## config.mk

```make
export PLATFORM = sky130hd
export DESIGN_NAME = wildcard_star_pattern_matcher_core
export DESIGN_NICKNAME = d
export VERILOG_FILES = /design/src/rtl/wsm_pkg.sv /design/src/rtl/wsm_cell.sv /design/src/rtl/wildcard_star_pattern_matcher_core.sv
export SDC_FILE = /design/constraint.sdc
export NUM_CORES = 1
export LEC_CHECK = 0
export BUFFER_PORTS_ARGS = -buffer_cell sky130_fd_sc_hd__buf_2
export CAP_MARGIN = 30
export CORE_ASPECT_RATIO = 0.6
export CORE_UTILIZATION = 65
export DETAILED_ROUTE_END_ITERATION = 16
export PLACE_DENSITY = 0.83
export SYNTH_ARGS = -nofsm -noshare
export SYNTH_HDL_FRONTEND = slang
export SYNTH_HIERARCHICAL = 1
export SYNTH_SLANG_ARGS = --single-unit
export TNS_END_PERCENT = 5
```

## constraint.sdc

```tcl
create_clock -name clk -period 24.7 [get_ports clk]
set_clock_uncertainty 0.2 [all_clocks]
set_input_delay 2.47 -clock clk [delete_from_list [all_inputs] [get_ports clk]]
set_output_delay 2.47 -clock clk [all_outputs]
set_load 0.03 [all_outputs]
```

## src/rtl/wsm_pkg.sv

```systemverilog
// Shared types and constants for the wildcard star pattern matcher.
package wsm_pkg;

  localparam int MAX_ELEMENTS = 16;
  localparam int POS_COUNT    = MAX_ELEMENTS + 1;
  localparam int POS_W        = $clog2(POS_COUNT);
  localparam int CFG_W        = 5;

  typedef enum logic [1:0] {
    OP_WRITE = 2'd0,
    OP_BYTE  = 2'd1,
    OP_END   = 2'd2
  } op_t;

  typedef struct packed {
    logic [7:0] lit;
    logic       any;
    logic       star;
  } elem_t;

  // Signals handed from one position cell to the next.
  typedef struct packed {
    logic closure;
    logic advance;
  } link_t;

  // Per-cycle controls given to each cell; all but wr_en are the same for every cell.
  typedef struct packed {
    logic       step;
    logic       restart;
    logic       wr_en;
    logic [7:0] text_byte;
  } cell_ctrl_t;

endpackage

```

## src/rtl/wsm_cell.sv

```systemverilog
// One pattern position: its table entry, its live bit and its match logic.
module wsm_cell
  import wsm_pkg::*;
(
  input  logic             clk,
  input  logic             rst,
  input  logic [POS_W-1:0] cell_index,
  input  logic [POS_W-1:0] len,
  input  cell_ctrl_t       ctrl,
  input  elem_t            wr_elem,
  input  link_t            link_in,
  output link_t            link_out,
  output logic             cur,
  output logic             at_end
);

  elem_t entry;
  logic  live;
  logic  live_next;
  logic  in_range;
  logic  elem_ok;
  logic  hit;

  assign in_range = (cell_index <= len);
  assign elem_ok  = (cell_index < len);
  assign cur      = in_range & (live | link_in.closure);
  assign at_end   = cur & (cell_index == len);
  assign hit      = cur & elem_ok & (entry.any | (entry.lit == ctrl.text_byte));

  assign link_out.closure = cur & elem_ok & entry.star;
  assign link_out.advance = hit & ~entry.star;

  always_comb begin
    if (ctrl.step) begin
      live_next = (hit & entry.star) | link_in.advance;
    end else if (ctrl.restart) begin
      live_next = (cell_index == '0);
    end else begin
      live_next = live;
    end
  end

  always_ff @(posedge clk) begin
    if (rst) begin
      live <= (cell_index == '0);
    end else begin
      live <= live_next;
    end
  end

  // table entry carries no reset
  always_ff @(posedge clk) begin
    if (ctrl.wr_en) begin
      entry <= wr_elem;
    end
  end

endmodule

```

## src/rtl/wildcard_star_pattern_matcher_core.sv

```systemverilog
// Top level of the wildcard star pattern matcher: cell chain and result register.
//
// Usage:
//   Write pattern_length through pattern_length_we / pattern_length while idle.
//   Requests arrive on item_valid / item_ready; opcode selects the action:
//     OP_WRITE loads table slot elem_index with {elem_byte, elem_any, elem_star},
//     OP_BYTE  advances every position cell by text_byte,
//     OP_END   reports the match and restarts at position zero.
//   Only OP_END yields a result, on result_valid / result_ready, carrying
//   matched (final position live) and any_live (some position live).
// Throughput: one request per cycle while not stalled; every cell updates in parallel, and the
//   star closure ripples through the chain of cells within the cycle.
// Output: the result is registered and shows in the cycle after OP_END is taken.
// Stall: while a result waits, writes and text bytes are still taken; only a
//   further OP_END is held off until the result register drains.
// Reset: clears the live set to position zero, the length to zero and the
//   result_valid flag; table contents stay undefined until written.
module wildcard_star_pattern_matcher_core
  import wsm_pkg::*;
(
  input  logic             clk,
  input  logic             rst,
  input  logic             pattern_length_we,
  input  logic [CFG_W-1:0] pattern_length,
  input  logic             item_valid,
  output logic             item_ready,
  input  logic [1:0]       opcode,
  input  logic [3:0]       elem_index,
  input  logic [7:0]       elem_byte,
  input  logic             elem_any,
  input  logic             elem_star,
  input  logic [7:0]       text_byte,
  output logic             result_valid,
  input  logic             result_ready,
  output logic             matched,
  output logic             any_live
);

  logic [CFG_W-1:0]     len_reg;
  logic [POS_W-1:0]     len;
  logic                 item_fire;
  op_t                  op;
  elem_t                wr_elem;
  link_t                links [POS_COUNT+1];
  logic [POS_COUNT-1:0] cur_vec;
  logic [POS_COUNT-1:0] end_vec;
  logic [POS_COUNT-1:0] wr_sel;
  cell_ctrl_t           ctrl [POS_COUNT];

  assign op        = op_t'(opcode);
  assign item_ready = (op != OP_END) | ~result_valid | result_ready;
  assign item_fire = item_valid & item_ready;

  // Saturate the length at the table depth.
  always_comb begin
    if (32'(len_reg) > MAX_ELEMENTS) begin
      len = POS_W'(MAX_ELEMENTS);
    end else begin
      len = POS_W'(len_reg);
    end
  end

  always_ff @(posedge clk) begin
    if (rst) begin
      len_reg <= '0;
    end else if (pattern_length_we) begin
      len_reg <= pattern_length;
    end
  end

  assign wr_elem.lit  = elem_byte;
  assign wr_elem.any  = elem_any;
  assign wr_elem.star = elem_star;

  assign links[0] = '0;

  for (genvar k = 0; k < POS_COUNT; k++) begin : g_cell
    // the final position has no element and is never written
    assign wr_sel[k] = (k < MAX_ELEMENTS) && (32'(elem_index) == k);

    assign ctrl[k].step      = item_fire & (op == OP_BYTE);
    assign ctrl[k].restart   = item_fire & (op == OP_END);
    assign ctrl[k].wr_en     = item_fire & (op == OP_WRITE) & wr_sel[k];
    assign ctrl[k].text_byte = text_byte;

    wsm_cell u_cell (
      .clk        (clk),
      .rst        (rst),
      .cell_index (POS_W'(k)),
      .len        (len),
      .ctrl       (ctrl[k]),
      .wr_elem    (wr_elem),
      .link_in    (links[k]),
      .link_out   (links[k+1]),
      .cur        (cur_vec[k]),
      .at_end     (end_vec[k])
    );
  end

  // Load the result on end of text; drop it once taken.
  always_ff @(posedge clk) begin
    if (rst) begin
      result_valid <= 1'b0;
    end else if (item_fire && op == OP_END) begin
      result_valid <= 1'b1;
    end else if (result_ready) begin
      result_valid <= 1'b0;
    end
  end

  always_ff @(posedge clk) begin
    if (item_fire && op == OP_END) begin
      matched  <= |end_vec;
      any_live <= |cur_vec;
    end
  end

`ifndef SYNTHESIS
  a_result_from_end: assert property (@(posedge clk) disable iff (rst)
    $rose(result_valid) |-> $past(item_valid & item_ready & (opcode == OP_END)))
    else $error("result appeared without an end-of-text request");

  a_restart_pos0: assert property (@(posedge clk) disable iff (rst)
    (item_valid & item_ready & (opcode == OP_END)) |=> (cur_vec[0] == 1'b1))
    else $error("position zero not live after restart");

  a_match_implies_live: assert property (@(posedge clk) disable iff (rst)
    (result_valid & matched) |-> any_live)
    else $error("match reported with no live position");

  a_stall_only_end: assert property (@(posedge clk) disable iff (rst)
    !item_ready |-> (result_valid & !result_ready & (opcode == OP_END)))
    else $error("request held off without a pending result");
`endif

endmodule
```

======== Yosys cells after proc, flatten, opt, wreduce, memory -nomap -nowiden ========
Index checks and enable logic that the tools add are counted.
storage, ports and cells
  bits in registers ....................... 185
  input port bits ......................... 34
  output and inout bits ................... 4
  logic and storage cells ................. 383
operators by class
  order comparisons ....................... 34
  equality and inequality tests ........... 50
  mux-type cells .......................... 22
  bitwise gates (word level) .............. 200
  reduce and logical (&&, ||, !) cells .... 8
operators by type and width
  cell                number
  $and 1x1->1         134
  $eq 8x8->1          16
  $or 1x1->1          49
  $eq 4x5->1 const A  8
  $le 4x5->1 const A  8
  $lt 4x5->1 const A  8
  $reduce_or 17->1    2
  $eq 4x4->1 const B  8
  $mux 1              21
  $eq 3x5->1 const A  4
  $le 3x5->1 const A  4
  $lt 3x5->1 const A  4
  $not 1->1           17
  $eq 4x3->1 const B  4
  $eq 2x5->1 const A  2
  $le 1x5->1 const A  2
  $le 2x5->1 const A  2
  $lt 1x5->1 const A  2
  $lt 2x5->1 const A  2
  $eq 4x2->1 const B  2
  $eq 1x5->1 const A  1
  $eq 5x5->1 const A  1
  $gt 5x5->1 const B  1
  $le 5x5->1 const A  1
  10 further kinds    11

======== Longest topological paths before layout ========
  word-level depth ........................ 70
  mapped depth ............................ 56
  mapped depth without buffers ............ 56

======== Cells and area by module ========
Netlist, hierarchy kept.
modules (own cells, without submodules)
  module                              instances  cells an instance  area an instance (um2)
  wsm_cell at g_cell[1].u_cell ...    9          57                 671.9
  wsm_cell at g_cell[0].u_cell ...    8          52                 643.1
  wildcard_star_pattern_matcher_core  1          71                 531.8

======== Worst setup path before layout ========
Ideal clock, no wire load.
  path type ............................... register to register
  from .................................... register len_reg[4]
  to ...................................... register g_cell[16].u_cell.live (data pin)
  setup time .............................. 157 ps
  arrival time ............................ 9,456 ps
  required time ........................... 24,343 ps
  setup slack ............................. 14,887 ps
  stages on the path, launching flop included .. 56
  path through ............................ dfxtp_1 nor2b_1 inv_1 ha_1 nor2b_1 o31ai_2 and2_1 nor2_1 a2111oi_1 and2_1 nor2_1 a2111oi_1 and2_1 nor2_1 a2111oi_1 and2_1 nor2_1 a2111oi_1 [... 20 more ...] and3b_1 and2_1 nor2_1 and3b_1 and2_1 nor2_1 and3b_1 and2_1 nor2_1 and3b_1 and2_1 nor2_1 and3b_1 and2_1 nor2_1 and3b_1 a211oi_1 nor3_1
RTL lines
  what                      RTL line                                  source
  start: declaration        wildcard_star_pattern_matcher_core.sv:39  logic [CFG_W-1:0] len_reg;
  start signal: assignment  wildcard_star_pattern_matcher_core.sv:67  len_reg <= pattern_length;
  end signal: assignment    wsm_cell.sv:45                            live <= (cell_index == '0);
  end signal: assignment    wsm_cell.sv:47                            live <= live_next;
  end: declaration          wsm_cell.sv:18                            logic live;

==> qor.txt <==
Vias in the first global route = 8434
Commonest cells after routing, fill and taps aside = edfxtp_1, conb_1, xor2_1
First DRT Iteration DRCs = 772
Share of cells above drive strength 1 = 11.53%
Std cell rows = 37
CTS Buf Count = 17
Startpoint types = register
DRT Wirelength = 27140 um
Post-DP Area = 12890 um2
Final period util = 48.46%
Die W = 175.3 um
Most common cell after layout, fill and taps aside = edfxtp_1
Setup repair after global routing missed its margin = false
Ys Warns = 6
DR vias/cell = 5.768
Mapped Cells = 997
Worst Path Required = 24.67 ns
Met2 routed WL = 12790 um
Achievable frequency = 83.55 MHz
GR Overflow Total = 0
Layout area overhead = 15.12%
Hold buffers post-CTS = 0
Number of diodes = 0
Cts repair resizes = 0
HPWL Detailed = 19460 um
Slew headroom = 31.84%
Largest register FFs = 170
# DRC = 0
Sink Count = 195
CTS clk-pin slew, worst paths = 0.08 ns
Post-Syn Area = 11710 um2
Post-DR wirelength/cell = 18.41 um
Worst path slowest cell = dfxtp_1
Design Power = 0.0007535 W
IO Count = 38
Clock Root Buffer = clkbuf_16
Largest net degree at the start of global routing = 41
Die Height = 106.0 um
Met3 routed WL = 1896 um
Post-route ant nets = 0
Slowest stage delay, CP = 0.97 ns
Syn avg cell area = 11.74 um2
Status = complete, no violations
Die ar. = 18570 um2
Slew @ Worst Pin = 1.019 ns
Core area = 17360 um2
Met1 Wirelength = 11950 um
CP Class = register to register
Fin crit period = 11.97 ns
Total Routing Usage GR = 30.72%
Max-slew violation count = 0
Port Buffers = 37
Number of iterations in the first detailed-routing pass = 5
Hold Vio Cnt, Final = 0
LEAKAGE = 5.382 nW
First-pass GRT wire length = 43300 um
CTS tree = built
Via count = 8502
Final setup fails = 0
Clk_lat worst skew = 0.44 ns
P per Cell Area = 55.91 nW/um2
NumNets Final = 1346
Design area = 13480 um2
Final GP Congestion = 0.8774
H-tree Lvls = 4
Final TNS setup = 0 ns
Max Cap Viol = 0
Max layer used = met4
Postcts setup bufs = 0
Crit path max fanout = 22
Worst path arrival time = 11.94 ns
Peak supply drop = 0.03984 mV
Initial antenna violation count = 0
Worst Setup End Kind = register
Clock buffer depth = 2
Starting Density = 67.43%
Worst min path class = register to register
==> area by class of cell <==
class	count	area, um2
multi-input cells	861	6137
repair buffers	49	282.8
fillers	1129	3884
flip-flops and latches	195	5796
clock inverters	15	156.4
well taps	234	292.8
inverters	103	386.6
clock buffers	17	425.4
==> critical path, delay by kind of cell (launching register included) <==
family,cells,cell delay (ns)
AO/OA/AOI/OAI,11,1.10
AND/OR/NAND/NOR,43,8.96
buffers and inverters,2,0.33
flip-flops,1,0.97
adder cells (fa/ha/maj),1,0.14
==> worst paths after layout <==
path / slack, ns / from / cells after the start / end
worst min register to register: 0.30 / len_reg[3]$_SDFFE_PP0P_ / 2 / len_reg[3]$_SDFFE_PP0P_
worst max register to register: 12.73 / len_reg[4]$_SDFFE_PP0P_ / 57 / any_live$_DFFE_PP_
worst max-delay path: 12.73 / len_reg[4]$_SDFFE_PP0P_ / 57 / any_live$_DFFE_PP_
worst min-delay path: 0.30 / len_reg[3]$_SDFFE_PP0P_ / 2 / len_reg[3]$_SDFFE_PP0P_
==> per-stage QoR <==
step	util, %	hold slack [ns]	worst slack [ns]	cells
after CTS	77.59	0.2956	12.93	1473
after global placement	74.10	0.2672	13.82	1439
after detailed placement	74.23	0.2768	13.10	1441
after floorplan	-	0.2520	14.92	1161
final	77.63	0.2950	12.73	1474
after global routing	77.63	0.3320	11.79	1474
==> power breakdown <==
group | switching [W] | leakage [nW] | internal (W)
Clock | 0.000136 | 0.286 | 0.000136
Combinational | 0.0000703 | 3.31 | 0.0000398
Sequential | 0.00000294 | 1.79 | 0.000369
==> layer usage <==
layer / vias to the layer above / GRT usage, %
met4: 0 / 9.255
met5: - / 0
met2: 331 / 50.31
met1: 4102 / 42.65
li1: 4024 / -
met3: 45 / 4.649
Power figures use the tool's default switching activity.
